==> src/sv/sdmcp_pkg.sv <==
// ----------------------------------------------------------------------------
// sdmcp_pkg
// Types and character codes shared by the dual motor command parser.
// ----------------------------------------------------------------------------
package sdmcp_pkg;

    typedef enum logic [3:0] {
        PH_START   = 4'd0,
        PH_COLON   = 4'd1,
        PH_L_BLANK = 4'd2,
        PH_L_SIGN  = 4'd3,
        PH_L_DIG   = 4'd4,
        PH_L_DONE  = 4'd5,
        PH_R_BLANK = 4'd6,
        PH_R_SIGN  = 4'd7,
        PH_R_DIG   = 4'd8,
        PH_R_DONE  = 4'd9,
        PH_REJECT  = 4'd10
    } t_phase;

    typedef struct packed {
        logic push;
        logic left_forward;
        logic left_reverse;
        logic right_forward;
        logic right_reverse;
    } t_res_ctl;

    localparam logic [7:0] CH_P     = 8'h50;
    localparam logic [7:0] CH_COLON = 8'h3A;
    localparam logic [7:0] CH_COMMA = 8'h2C;
    localparam logic [7:0] CH_LF    = 8'h0A;
    localparam logic [7:0] CH_CR    = 8'h0D;
    localparam logic [7:0] CH_PLUS  = 8'h2B;
    localparam logic [7:0] CH_MINUS = 8'h2D;
    localparam logic [7:0] CH_SPACE = 8'h20;
    localparam logic [7:0] CH_TAB   = 8'h09;
    localparam logic [7:0] CH_VT    = 8'h0B;
    localparam logic [7:0] CH_FF    = 8'h0C;
    localparam logic [7:0] CH_ZERO  = 8'h30;
    localparam logic [7:0] CH_NINE  = 8'h39;

    localparam logic [7:0] PWM_LIMIT_RESET = 8'd255;

endpackage

==> src/sv/sdmcp_byte_if.sv <==
// ----------------------------------------------------------------------------
// sdmcp_byte_if
// Received character channel.
// ----------------------------------------------------------------------------
interface sdmcp_byte_if;
    logic       valid;
    logic       ready;
    logic [7:0] rx_byte;

    modport source (output valid, output rx_byte, input ready);
    modport sink (input valid, input rx_byte, output ready);
endinterface

==> src/sv/sdmcp_drive_if.sv <==
// ----------------------------------------------------------------------------
// sdmcp_drive_if
// Motor drive result channel.
// ----------------------------------------------------------------------------
interface sdmcp_drive_if #(
    parameter int DUTY_BITS = 10
);
    logic                 valid;
    logic                 ready;
    logic                 left_forward;
    logic                 left_reverse;
    logic [DUTY_BITS-1:0] left_duty;
    logic                 right_forward;
    logic                 right_reverse;
    logic [DUTY_BITS-1:0] right_duty;

    modport source (
        output valid, output left_forward, output left_reverse, output left_duty,
        output right_forward, output right_reverse, output right_duty,
        input ready
    );
    modport sink (
        input valid, input left_forward, input left_reverse, input left_duty,
        input right_forward, input right_reverse, input right_duty,
        output ready
    );
endinterface

==> src/sv/sdmcp_parse.sv <==
// ----------------------------------------------------------------------------
// sdmcp_parse
// Per-character line parser: phase, field magnitudes and signs, and the
// drive values produced when a valid line ends.
// ----------------------------------------------------------------------------
module sdmcp_parse import sdmcp_pkg::*; #(
    parameter int DUTY_BITS = 10
) (
    input  logic                 i_clk,
    input  logic                 i_rst_n,
    input  logic                 i_valid,
    input  logic [7:0]           i_rx_byte,
    input  logic [DUTY_BITS-1:0] i_pwm_limit,
    output t_res_ctl             o_ctl,
    output logic [DUTY_BITS-1:0] o_left_duty,
    output logic [DUTY_BITS-1:0] o_right_duty
);

    localparam int MAG_W = DUTY_BITS + 1;
    localparam int ACC_W = MAG_W + 4;
    localparam logic [MAG_W-1:0] MAG_MAX = {MAG_W{1'b1}};

    t_phase           r_phase, n_phase;
    logic [MAG_W-1:0] r_lmag, n_lmag, r_rmag, n_rmag;
    logic             r_lneg, n_lneg, r_rneg, n_rneg;

    logic             c_blank, c_digit, c_sign, c_minus;
    logic [MAG_W-1:0] left_acc, right_acc;

    function automatic logic [MAG_W-1:0] accumulate(input logic [MAG_W-1:0] mag,
                                                    input logic [3:0] dig);
        logic [ACC_W-1:0] v;
        v = ACC_W'(mag) * ACC_W'(10) + ACC_W'(dig);
        return (v > ACC_W'(MAG_MAX)) ? MAG_MAX : v[MAG_W-1:0];
    endfunction

    function automatic logic [DUTY_BITS-1:0] clamp(input logic [MAG_W-1:0] mag,
                                                   input logic [DUTY_BITS-1:0] lim);
        return (mag > MAG_W'(lim)) ? lim : mag[DUTY_BITS-1:0];
    endfunction

    assign c_blank = (i_rx_byte == CH_SPACE) || (i_rx_byte == CH_TAB) ||
                     (i_rx_byte == CH_VT) || (i_rx_byte == CH_FF);
    assign c_digit = (i_rx_byte >= CH_ZERO) && (i_rx_byte <= CH_NINE);
    assign c_minus = (i_rx_byte == CH_MINUS);
    assign c_sign  = (i_rx_byte == CH_PLUS) || c_minus;
    assign left_acc  = accumulate(r_lmag, i_rx_byte[3:0]);
    assign right_acc = accumulate(r_rmag, i_rx_byte[3:0]);

    assign o_left_duty  = clamp(r_lmag, i_pwm_limit);
    assign o_right_duty = clamp(r_rmag, i_pwm_limit);

    always_comb begin
        n_phase = r_phase;
        n_lmag  = r_lmag;
        n_lneg  = r_lneg;
        n_rmag  = r_rmag;
        n_rneg  = r_rneg;
        o_ctl.push          = 1'b0;
        o_ctl.left_forward  = (r_lmag != '0) && !r_lneg;
        o_ctl.left_reverse  = (r_lmag != '0) && r_lneg;
        o_ctl.right_forward = (r_rmag != '0) && !r_rneg;
        o_ctl.right_reverse = (r_rmag != '0) && r_rneg;
        if (i_valid && (i_rx_byte != CH_CR)) begin
            if (i_rx_byte == CH_LF) begin
                o_ctl.push = (r_phase == PH_R_BLANK) || (r_phase == PH_R_SIGN) ||
                             (r_phase == PH_R_DIG) || (r_phase == PH_R_DONE);
                n_phase = PH_START;
                n_lmag  = '0;
                n_lneg  = 1'b0;
                n_rmag  = '0;
                n_rneg  = 1'b0;
            end else begin
                case (r_phase)
                    PH_START: begin
                        n_phase = (i_rx_byte == CH_P) ? PH_COLON : PH_REJECT;
                    end
                    PH_COLON: begin
                        n_phase = (i_rx_byte == CH_COLON) ? PH_L_BLANK : PH_REJECT;
                    end
                    PH_L_BLANK: begin
                        if (i_rx_byte == CH_COMMA) begin
                            n_phase = PH_R_BLANK;
                        end else if (c_blank) begin
                            n_phase = PH_L_BLANK;
                        end else if (c_sign) begin
                            n_lneg  = c_minus;
                            n_phase = PH_L_SIGN;
                        end else if (c_digit) begin
                            n_lmag  = left_acc;
                            n_phase = PH_L_DIG;
                        end else begin
                            n_phase = PH_L_DONE;
                        end
                    end
                    PH_L_SIGN, PH_L_DIG: begin
                        if (i_rx_byte == CH_COMMA) begin
                            n_phase = PH_R_BLANK;
                        end else if (c_digit) begin
                            n_lmag  = left_acc;
                            n_phase = PH_L_DIG;
                        end else begin
                            n_phase = PH_L_DONE;
                        end
                    end
                    PH_L_DONE: begin
                        if (i_rx_byte == CH_COMMA) begin
                            n_phase = PH_R_BLANK;
                        end
                    end
                    PH_R_BLANK: begin
                        if (c_blank) begin
                            n_phase = PH_R_BLANK;
                        end else if (c_sign) begin
                            n_rneg  = c_minus;
                            n_phase = PH_R_SIGN;
                        end else if (c_digit) begin
                            n_rmag  = right_acc;
                            n_phase = PH_R_DIG;
                        end else begin
                            n_phase = PH_R_DONE;
                        end
                    end
                    PH_R_SIGN, PH_R_DIG: begin
                        if (c_digit) begin
                            n_rmag  = right_acc;
                            n_phase = PH_R_DIG;
                        end else begin
                            n_phase = PH_R_DONE;
                        end
                    end
                    PH_R_DONE: begin
                        n_phase = PH_R_DONE;
                    end
                    default: begin
                        n_phase = PH_REJECT;
                    end
                endcase
            end
        end
    end

    always_ff @(posedge i_clk) begin
        if (!i_rst_n) begin
            r_phase <= PH_START;
            r_lmag  <= '0;
            r_lneg  <= 1'b0;
            r_rmag  <= '0;
            r_rneg  <= 1'b0;
        end else begin
            r_phase <= n_phase;
            r_lmag  <= n_lmag;
            r_lneg  <= n_lneg;
            r_rmag  <= n_rmag;
            r_rneg  <= n_rneg;
        end
    end

endmodule

==> src/sv/serial_dual_motor_command_parser_unit.sv <==
// ----------------------------------------------------------------------------
// serial_dual_motor_command_parser_unit
// Reads "P:<left>,<right>" command lines from received characters and gives
// one drive result per valid line.
//
//   channel  dir  handshake     payload
//   i_rx     in   valid/ready   rx_byte
//   o_drv    out  valid/ready   left/right forward, reverse, duty
//   cfg      in   i_cfg_we      i_cfg_wdata = pwm_limit
//
// one character per cycle while the skid register is empty; a result is registered from its newline
// the parser state updates in the same cycle the character transfers
// results go to an output register backed by a one-entry skid register
// i_rx.ready drops only while the skid register holds a result
// synchronous reset: parser idle at line start, pwm_limit back to 255
// ----------------------------------------------------------------------------
module serial_dual_motor_command_parser_unit import sdmcp_pkg::*; #(
    parameter int DUTY_BITS = 10
) (
    input  logic                   i_clk,
    input  logic                   i_rst_n,
    sdmcp_byte_if.sink             i_rx,
    sdmcp_drive_if.source          o_drv,
    input  logic                   i_cfg_we,
    input  logic [DUTY_BITS-1:0]   i_cfg_wdata
);

    localparam int RES_W = 4 + 2 * DUTY_BITS;

    logic [DUTY_BITS-1:0] r_pwm_limit;
    logic                 r_out_valid, r_skd_valid;
    logic [RES_W-1:0]     r_out_data, r_skd_data;
    logic [RES_W-1:0]     n_res;

    t_res_ctl             ctl;
    logic [DUTY_BITS-1:0] left_duty, right_duty;
    logic                 accept, pop;

    assign i_rx.ready = !r_skd_valid;
    assign accept     = i_rx.valid && i_rx.ready;
    assign pop        = r_out_valid && o_drv.ready;

    sdmcp_parse #(
        .DUTY_BITS (DUTY_BITS)
    ) u_parse (
        .i_clk        (i_clk),
        .i_rst_n      (i_rst_n),
        .i_valid      (accept),
        .i_rx_byte    (i_rx.rx_byte),
        .i_pwm_limit  (r_pwm_limit),
        .o_ctl        (ctl),
        .o_left_duty  (left_duty),
        .o_right_duty (right_duty)
    );

    assign n_res = {ctl.left_forward, ctl.left_reverse, left_duty,
                    ctl.right_forward, ctl.right_reverse, right_duty};

    always_ff @(posedge i_clk) begin
        if (!i_rst_n) begin
            r_pwm_limit <= DUTY_BITS'(PWM_LIMIT_RESET);
        end else if (i_cfg_we) begin
            r_pwm_limit <= i_cfg_wdata;
        end
    end

    always_ff @(posedge i_clk) begin
        if (!i_rst_n) begin
            r_out_valid <= 1'b0;
            r_skd_valid <= 1'b0;
        end else if (pop) begin
            if (r_skd_valid) begin
                r_out_data  <= r_skd_data;
                r_skd_valid <= 1'b0;
            end else begin
                r_out_valid <= ctl.push;
                r_out_data  <= n_res;
            end
        end else if (ctl.push) begin
            if (!r_out_valid) begin
                r_out_valid <= 1'b1;
                r_out_data  <= n_res;
            end else begin
                r_skd_valid <= 1'b1;
                r_skd_data  <= n_res;
            end
        end
    end

    assign o_drv.valid         = r_out_valid;
    assign o_drv.left_forward  = r_out_data[RES_W-1];
    assign o_drv.left_reverse  = r_out_data[RES_W-2];
    assign o_drv.left_duty     = r_out_data[RES_W-3 -: DUTY_BITS];
    assign o_drv.right_forward = r_out_data[DUTY_BITS+1];
    assign o_drv.right_reverse = r_out_data[DUTY_BITS];
    assign o_drv.right_duty    = r_out_data[DUTY_BITS-1:0];

`ifndef SYNTH
    a_skid_behind_out: assert property (@(posedge i_clk) disable iff (!i_rst_n)
        r_skd_valid |-> r_out_valid)
        else $error("skid register holds a result while output register is empty");

    a_push_to_skid: assert property (@(posedge i_clk) disable iff (!i_rst_n)
        (ctl.push && r_out_valid && !o_drv.ready) |=> r_skd_valid)
        else $error("result lost while output stalled");

    a_duty_clamped: assert property (@(posedge i_clk) disable iff (!i_rst_n)
        o_drv.valid |-> (o_drv.left_duty <= r_pwm_limit &&
                         o_drv.right_duty <= r_pwm_limit))
        else $error("duty above pwm limit");

    a_dir_exclusive: assert property (@(posedge i_clk) disable iff (!i_rst_n)
        o_drv.valid |-> !(o_drv.left_forward && o_drv.left_reverse) &&
                        !(o_drv.right_forward && o_drv.right_reverse))
        else $error("forward and reverse both set");

    a_push_needs_transfer: assert property (@(posedge i_clk) disable iff (!i_rst_n)
        ctl.push |-> accept && i_rx.rx_byte == CH_LF)
        else $error("result produced without a newline transfer");
`endif

endmodule

==> src/flat_wrapper.sv <==
// flat-port wrapper written by rule: the top's interface ports become plain ports
module serial_dual_motor_command_parser_unit_flat import sdmcp_pkg::*;
#(
    parameter int DUTY_BITS = 10
)
  (i_clk, i_rst_n, i_cfg_we, i_cfg_wdata, i_rx_valid, i_rx_rx_byte, i_rx_ready, o_drv_valid, o_drv_left_forward, o_drv_left_reverse, o_drv_left_duty, o_drv_right_forward, o_drv_right_reverse, o_drv_right_duty, o_drv_ready);
  sdmcp_byte_if i_rx_i ();
  sdmcp_drive_if #(.DUTY_BITS(DUTY_BITS)) o_drv_i ();
  input  logic i_clk;
  input  logic i_rst_n;
  input  logic i_cfg_we;
  input  logic [DUTY_BITS-1:0] i_cfg_wdata;
  input wire logic [$bits(i_rx_i.valid)-1:0] i_rx_valid;
  input wire logic [$bits(i_rx_i.rx_byte)-1:0] i_rx_rx_byte;
  output wire logic [$bits(i_rx_i.ready)-1:0] i_rx_ready;
  output wire logic [$bits(o_drv_i.valid)-1:0] o_drv_valid;
  output wire logic [$bits(o_drv_i.left_forward)-1:0] o_drv_left_forward;
  output wire logic [$bits(o_drv_i.left_reverse)-1:0] o_drv_left_reverse;
  output wire logic [$bits(o_drv_i.left_duty)-1:0] o_drv_left_duty;
  output wire logic [$bits(o_drv_i.right_forward)-1:0] o_drv_right_forward;
  output wire logic [$bits(o_drv_i.right_reverse)-1:0] o_drv_right_reverse;
  output wire logic [$bits(o_drv_i.right_duty)-1:0] o_drv_right_duty;
  input wire logic [$bits(o_drv_i.ready)-1:0] o_drv_ready;
  assign i_rx_i.valid = i_rx_valid;
  assign i_rx_i.rx_byte = i_rx_rx_byte;
  assign i_rx_ready = i_rx_i.ready;
  assign o_drv_valid = o_drv_i.valid;
  assign o_drv_left_forward = o_drv_i.left_forward;
  assign o_drv_left_reverse = o_drv_i.left_reverse;
  assign o_drv_left_duty = o_drv_i.left_duty;
  assign o_drv_right_forward = o_drv_i.right_forward;
  assign o_drv_right_reverse = o_drv_i.right_reverse;
  assign o_drv_right_duty = o_drv_i.right_duty;
  assign o_drv_i.ready = o_drv_ready;
  serial_dual_motor_command_parser_unit #(.DUTY_BITS(DUTY_BITS)) u_core (.i_clk(i_clk), .i_rst_n(i_rst_n), .i_rx(i_rx_i), .o_drv(o_drv_i), .i_cfg_we(i_cfg_we), .i_cfg_wdata(i_cfg_wdata));
endmodule
==> config.mk <==
export PLATFORM = sky130hd
export DESIGN_NAME = serial_dual_motor_command_parser_unit_flat
export DESIGN_NICKNAME = d
export VERILOG_FILES = /design/src/sv/sdmcp_pkg.sv /design/src/sv/sdmcp_byte_if.sv /design/src/sv/sdmcp_drive_if.sv /design/src/sv/sdmcp_parse.sv /design/src/sv/serial_dual_motor_command_parser_unit.sv /design/src/flat_wrapper.sv
export SDC_FILE = /design/constraint.sdc
export NUM_CORES = 1
export LEC_CHECK = 0
export BUFFER_PORTS_ARGS = -buffer_cell sky130_fd_sc_hd__buf_2
export CAP_MARGIN = 40
export CORE_ASPECT_RATIO = 0.9
export CORE_MARGIN = 2
export CORE_UTILIZATION = 25
export CTS_CLUSTER_DIAMETER = 150
export CTS_CLUSTER_SIZE = 10
export DETAILED_ROUTE_END_ITERATION = 8
export GPL_TIMING_DRIVEN = 0
export SLEW_MARGIN = 0
export SYNTH_ARGS = -nofsm -noshare
export SYNTH_HDL_FRONTEND = slang
export SYNTH_SLANG_ARGS = --single-unit
==> constraint.sdc <==
create_clock -name i_clk -period 3.9 [get_ports i_clk]
set_input_delay 0.78 -clock i_clk [delete_from_list [all_inputs] [get_ports i_clk]]
set_output_delay 0.78 -clock i_clk [all_outputs]
set_load 0.02 [all_outputs]
==> qor.yml, run 1 <==
drive_gt1_share_pct: 14.1
fin_nets: 821
route.vias.total: 5627
grt_first_pass_wirelength_mm: 28.7
rows: 55
cts_buffer_depth: 2
yosys_most_used_dff: "edfxtp_1"
dr.pass1.iters: 7
relSlewSlack_pct: 41.2
mostFrequentLayoutCells: "ha_1 (62), buf_2 (53), edfxtp_1 (48)"
cp-start-kind: "flip-flop"
cts_root_buf: "clkbuf_16"
initial_core_util_pct: 25.5
clk_pin_slew_ns: 0.06
yosysUniqueCellTypes: 71
setup_tns_ns: 0
crit_chain: "ha_1, ha_1, fa_1, xor2_1, nor3b_1, nand3_1, a2111o_1, a22o_1, a211oi_1, nor4b_1"
die_h_um: 156
dieArea_um2: 27000
post_cts_resized: 0
tightest_slew_ns: 0.876
rrSetupSlack_ns: 0.17
p_per_area_nw_per_um2: 273
cts_sinks: 88
grt_max_degree: 17
final.setup_skew_ns: 0.0116
min_period_ns: 3.73
ios: 49
cp_slowest_stage_delay_ns: 0.62
ys_warn_count: 0
areaGrowthSynthToFinish_pct: 15.9
layout_commonest_cell: "ha_1"
htreeDepth: 3
gr-usage-all-layers_pct: 13.4
period_share_pct: 95.7
syn_area_per_cell_um2: 9.59
maxCapViolCount: 0
antennaDiodeCount: 0
drt-total-wl_mm: 17.7
portBuffers: 46
hold_path_class: "reg2reg"
cpMostUsedCell: "ha_1"
slew_violations: 0
postRouteAntennaNets: 0
grt_overflow_total: 0
die_width_um: 173
place_congestion: 0.883
first_global_vias: 5279
rr_worst_depth: 10
hold_buffers: 0
setup_viol: 0
synthesis.area_um2: 6430
async_flop_share_pct: 0
post_cts_buffers: 0
worstPathRequired_ns: 4.13
synth_nets: 759
peakVddDrop_v: 0.000208
netlist_instances: 670
cp_slowest_cell: "dfxtp_1"
hp-start: "u_core.r_skd_data[11]$_DFFE_PP_"
layout_setup_ws_ns: 0.168
seq_area_frac_synth_pct: 34.9
crit_type: "reg2reg"
synth_edf_count: 48
cp_max_fo: 9
stdcell_area_um2: 7450
reg2reg_from: "u_core.u_parse.r_rmag[1]$_SDFFE_PN0P_"
viasPerCell: 5.22
synth-seq-cells: 88
whs_endpoint: "u_core.r_out_data[11]$_DFFE_PP_"
clk-insertion-delay-late_ns: 0.36
hpwl_mm: 13.6
antenna_found_initial: 0
pre_cts_slack_ns: 0.164
place_area_um2: 7140
hold_path_depth: 2
drt_iter0_drc: 478
hold_viol_final: 0
rr_endpoint: "u_core.u_parse.r_rmag[6]$_SDFFE_PN0P_"
drc: 0
numCtsBuffers: 9
fmax_ghz: 0.268
core-area_um2: 25200
cp.arrival_ns: 3.96
cts_tree: "built"
outcome: "completed"
end_kind: "flip-flop"
wire_per_inst_um: 16.4
p_leak_nw: 3.08
[report_power, final]
part           total, W  internal, W  leakage, nW  switching, W
Clock          0.000882     0.000503        0.147      0.000379
Sequential     0.000994     0.000979        0.737     0.0000159
Combinational  0.000159    0.0000593         2.20     0.0000995
[Yosys cell counts (9+ instances only)]
cell,number,area [um^2]
a21o_1,18,135
a21oi_1,21,105
a221oi_1,11,96.3
a22o_1,13,114
a22oi_1,11,82.6
clkbuf_1,25,93.8
dfxtp_1,40,801
edfxtp_1,48,1440
ha_1,62,776
inv_1,24,90.1
mux2_2,22,248
mux2i_1,9,90.1
nand2_1,43,161
nand3_1,35,175
nor2_1,42,158
nor2b_1,21,131
nor3_1,14,70.1
o211ai_1,13,97.6
o21a_1,10,75.1
o21ai_0,23,115
o311a_1,9,90.1
o311ai_0,10,87.6
or4_1,10,75.1
xnor2_1,12,105
xor2_1,10,87.6
[layout make-up]
cell class / count / area (um^2)
tap: 342 / 428
fill: 2717 / 17700
clock buffer: 9 / 225
timing repair buffer: 51 / 290
inverter: 24 / 90.1
clock inverter: 7 / 77.6
sequential: 88 / 2240
multi-input combinational: 526 / 3970
buffer: 32 / 126
[how the worst max path moves through the flow]
stage               slack [ns]                             startpoint  cells after the start                                     to
floorplan                 0.62  u_core.u_parse.r_lmag[1]$_SDFFE_PN0P_                     12  u_core.u_parse.r_lmag[0]$_SDFFE_PN0P_
global placement         -0.06                        i_rx_rx_byte[1]                      8        u_core.r_out_data[19]$_DFFE_PP_
detailed placement        0.16  u_core.u_parse.r_lmag[1]$_SDFFE_PN0P_                     12  u_core.u_parse.r_lmag[8]$_SDFFE_PN0P_
CTS                       0.11  u_core.u_parse.r_lmag[1]$_SDFFE_PN0P_                     12  u_core.u_parse.r_lmag[8]$_SDFFE_PN0P_
global route             -0.04  u_core.u_parse.r_lmag[1]$_SDFFE_PN0P_                     12  u_core.u_parse.r_lmag[4]$_SDFFE_PN0P_
finish                    0.17  u_core.u_parse.r_rmag[1]$_SDFFE_PN0P_                     10  u_core.u_parse.r_rmag[6]$_SDFFE_PN0P_
[state kept, by name, summed over array words and instances (netlist names), 4 cells and up]
name / count
u_core.r_out_data: 24
u_core.r_skd_data: 24
u_core.u_parse.r_lmag: 11
u_core.u_parse.r_rmag: 11
u_core.r_pwm_limit: 10
u_core.u_parse.r_phase: 4
[logic make-up (layout without fill, tap and decap cells)]
family | Yosys count | count (layout) | synth area share (%)
AO/OA/AOI/OAI | 191 | 191 | 22.5
XOR/XNOR | 22 | 22 | 3.00
adder cells (fa/ha/maj) | 66 | 66 | 13.3
buffers and inverters | 56 | 123 | 3.37
flip-flops | 88 | 88 | 34.9
multiplexers | 31 | 31 | 5.26
AND/OR/NAND/NOR | 216 | 216 | 17.7
[layer usage]
| metal | track usage, % | vias to the layer above | part of all wire (%) |
|---|---|---|---|
| li1 | - | 2729 | - |
| met1 | 19.2 | 2698 | 49 |
| met2 | 20.2 | 181 | 43 |
| met3 | 2.78 | 19 | 6.3 |
| met4 | 3.63 | 0 | 1.7 |
| met5 | 0 | - | 0 |
[critical path: cells and delay by family (launching register included)]
kind / cells / cell delay (ns)
fa+ha+maj: 3 / 0.98
flops: 1 / 0.62
compound gates: 3 / 0.96
xor+xnor: 1 / 0.24
simple gates: 3 / 0.80
[stage by stage]
| step | std cells | utilization, % | hold WS (ns) | total power, W |
|---|---|---|---|---|
| global placement | 1058 | 28.1 | 0.499 | 0.00117 |
| detailed placement | 1063 | 28.4 | 0.507 | 0.00117 |
| floorplan | 670 | - | 0.484 | 0.00111 |
| finish | 1079 | 29.6 | 0.518 | 0.00204 |
| CTS | 1079 | 29.6 | 0.522 | 0.00205 |
| global route | 1079 | 29.6 | 0.541 | 0.00211 |
No activity file was read; power rests on OpenSTA's default activity.
==> run 2, diff against run 1 <==
==> constraint.sdc (replaced) <==
create_clock -name i_clk -period 3.8 [get_ports i_clk]
set_input_delay 0.76 -clock i_clk [delete_from_list [all_inputs] [get_ports i_clk]]
set_output_delay 0.76 -clock i_clk [all_outputs]
set_load 0.02 [all_outputs]
==> run 2 against run 1 <==
Net effect: non-clock buffer count stayed put; total power is 2.5% higher; count of clock-buffer cells in the layout stayed put; worst hold slack hardly changed; cell count stayed put; utilization is 0.060 points higher; register-to-register slack better by 0.11 ns; first-iteration DRC count is 15% higher; final area is 0.20% higher; via count is 0.14% higher; routed wire length is 0.11% lower; worst setup slack better by 0.11 ns; largest power group unchanged.
==> qor.yml, run 2 (synthesis gave the netlist of run 1 again) <==
outcome: "completed"  # unchanged
p_comb_share_pct: 7.8  # about the same
cpMostUsedCell: "ha_1"  # unchanged
rsz0062_at_grt: "no"
p_leak_nw: 3.08  # about the same
cts_tree: "built"  # unchanged
stdcell_area_um2: 7460  # was 7450 um^2
cp-start-kind: "flip-flop"  # unchanged
layout_commonest_cell: "ha_1"  # unchanged
rows: 55  # unchanged
htreeDepth: 3  # unchanged
fin_nets: 821  # unchanged
portBuffers: 46  # unchanged
place_congestion: 0.883  # unchanged
die_h_um: 156  # unchanged
stdcell_count: 1079  # unchanged
period_share_pct: 92.6  # was 95.7%
ios: 49  # unchanged
postRouteAntennaNets: 0  # unchanged
initial_core_util_pct: 25.5  # unchanged
power.share.sequential_pct: 48.9  # about the same
worstPathRequired_ns: 4.03  # was 4.13 ns
dr.pass1.iters: 5  # was 7
met3_usage_pct: 2.78  # unchanged
clk_pin_slew_ns: 0.06  # about the same
first_global_vias: 5279  # unchanged
cts_buffer_depth: 2  # unchanged
internal_power_w: 0.00158  # was 0.00154 W
drt-total-wl_mm: 17.7  # about the same
cts_sinks: 88  # unchanged
numCtsBuffers: 9  # unchanged
maxCapViolCount: 0  # unchanged
holdWs_ns: 0.518  # about the same
total_power_w: 0.00209  # was 0.00204 W
post_cts_buffers: 0  # unchanged
hold_viol_final: 0  # unchanged
critPathTopFamily: "compound AO/OA/AOI/OAI gates"  # was adder cells
grt_overflow_total: 0  # unchanged
p_switching_w: 0.000505  # was 0.000494 W
hold_path_class: "reg2reg"  # unchanged
antennaDiodeCount: 0  # unchanged
peakVddDrop_v: 0.000212  # was 0.000208 V
drive_gt1_share_pct: 14.9  # was 14.1%
fmax_ghz: 0.284  # was 0.268 GHz
drc: 0  # unchanged
mostFrequentLayoutCells: "ha_1 (62), buf_2 (53), edfxtp_1 (48)"  # unchanged
tightest_slew_ns: 0.916  # was 0.876 ns
place_area_um2: 7140  # unchanged
end_kind: "flip-flop"  # unchanged
grt_max_degree: 17  # unchanged
cp.arrival_ns: 3.75  # was 3.96 ns
crit_chain: "ha_1, ha_1, fa_1, a21o_1, a21oi_1, nor2_1, o31a_1, a2111oi_2, mux2i_1, buf_2, nand3_1, a22o_1"  # was ha_1, ha_1, fa_1, xor2_1, nor3b_1, nand3_1, a2111o_1, a22o_1, a211oi_1, nor4b_1
areaGrowthSynthToFinish_pct: 16.1  # was 15.9%
p_per_area_nw_per_um2: 280  # was 273 nW/um^2
wire_per_inst_um: 16.4  # about the same
route.vias.total: 5635  # was 5627
hpwl_mm: 13.6  # unchanged
clk-insertion-delay-late_ns: 0.35  # was 0.36 ns
cts_root_buf: "clkbuf_16"  # unchanged
grt.busiest_layer: "met2"  # unchanged
switching_share_pct: 24.2  # was 24.3%
cp_slowest_stage_delay_ns: 0.49  # was 0.62 ns
dieArea_um2: 27000  # unchanged
gr-usage-all-layers_pct: 13.4  # unchanged
grt_first_pass_wirelength_mm: 28.7  # unchanged
final.setup_skew_ns: 0.0107  # was 0.0116 ns
die_width_um: 173  # unchanged
critPathBufInv: 1  # was 0
met1_usage_pct: 19.2  # unchanged
core-area_um2: 25200  # unchanged
p_clk_share_pct: 43.3  # about the same
drt_iter0_drc: 549  # was 478
setup_viol: 0  # unchanged
slew_violations: 0  # unchanged
reg_top3: "u_core.r_out_data (24), u_core.r_skd_data (24)"  # unchanged
crit_type: "reg2reg"  # unchanged
viasPerCell: 5.22  # about the same
cp_max_fo: 10  # was 9
dpl.cell_count: 1063  # unchanged
cp_slowest_cell: "dfxtp_1"  # unchanged
antenna_found_initial: 0  # unchanged
min_period_ns: 3.52  # was 3.73 ns
gr-usage-met2_pct: 20.2  # unchanged
relSlewSlack_pct: 38.5  # was 41.2%
run 2: final cells by class:
type,count,area (um^2)
well taps,342,428
repair buffers,51,290
clock inverters,7,77.6
flip-flops and latches,88,2250
fillers,2716,17700
plain buffers,32,126
clock buffers,9,225
inverters,24,90.1
multi-input cells,526,3980
run 2: timing repair:
item / 4_1_cts / 5_1_grt
endpoints found under the setup margin: 0 / 18
gates resized for setup: 0 / 7
hold buffers: 0 / 0
run 2: through the flow:
step | setup TNS, ns | util [%] | setup WS, ns
after floorplan | 0 | - | 0.523
after global placement | -5.55 | 28.1 | -0.142
after CTS | 0 | 29.6 | 0.0117
final | 0 | 29.6 | 0.282
after detailed placement | 0 | 28.4 | 0.0636
after global routing | 0 | 29.6 | 0.0266
run 2: final timing paths:
kind,from,to,slack [ns],cells after the start
worst min register to register,u_core.r_skd_data[11]$_DFFE_PP_,u_core.r_out_data[11]$_DFFE_PP_,0.52,2
worst max register to register,u_core.u_parse.r_lmag[3]$_SDFFE_PN0P_,u_core.u_parse.r_lmag[7]$_SDFFE_PN0P_,0.28,12
worst max-delay path,u_core.u_parse.r_lmag[3]$_SDFFE_PN0P_,u_core.u_parse.r_lmag[7]$_SDFFE_PN0P_,0.28,12
worst min-delay path,u_core.r_skd_data[11]$_DFFE_PP_,u_core.r_out_data[11]$_DFFE_PP_,0.52,2
run 2: power groups by stage:
stage                     Sequential, W  Combinational [W]  Clock (W)
after floorplan                 0.00103           0.000107          0
after global placement          0.00104           0.000158          0
after detailed placement        0.00104           0.000160          0
after CTS                       0.00102           0.000161   0.000923
after global routing            0.00102           0.000181   0.000964
final                           0.00102           0.000163   0.000903
run 2: metal layers:
layer  wire, um  part of all wire, %
met1       8570                   48
met2       7720                   44
met3       1070                  6.1
met4        313                  1.8
met5          0                    0
run 2: tightest hold or removal path, cell delays in order, from the launching register on:
cell and delay, ns:
edfxtp_1 0.32, nand2_1 0.04, nand2_1 0.05
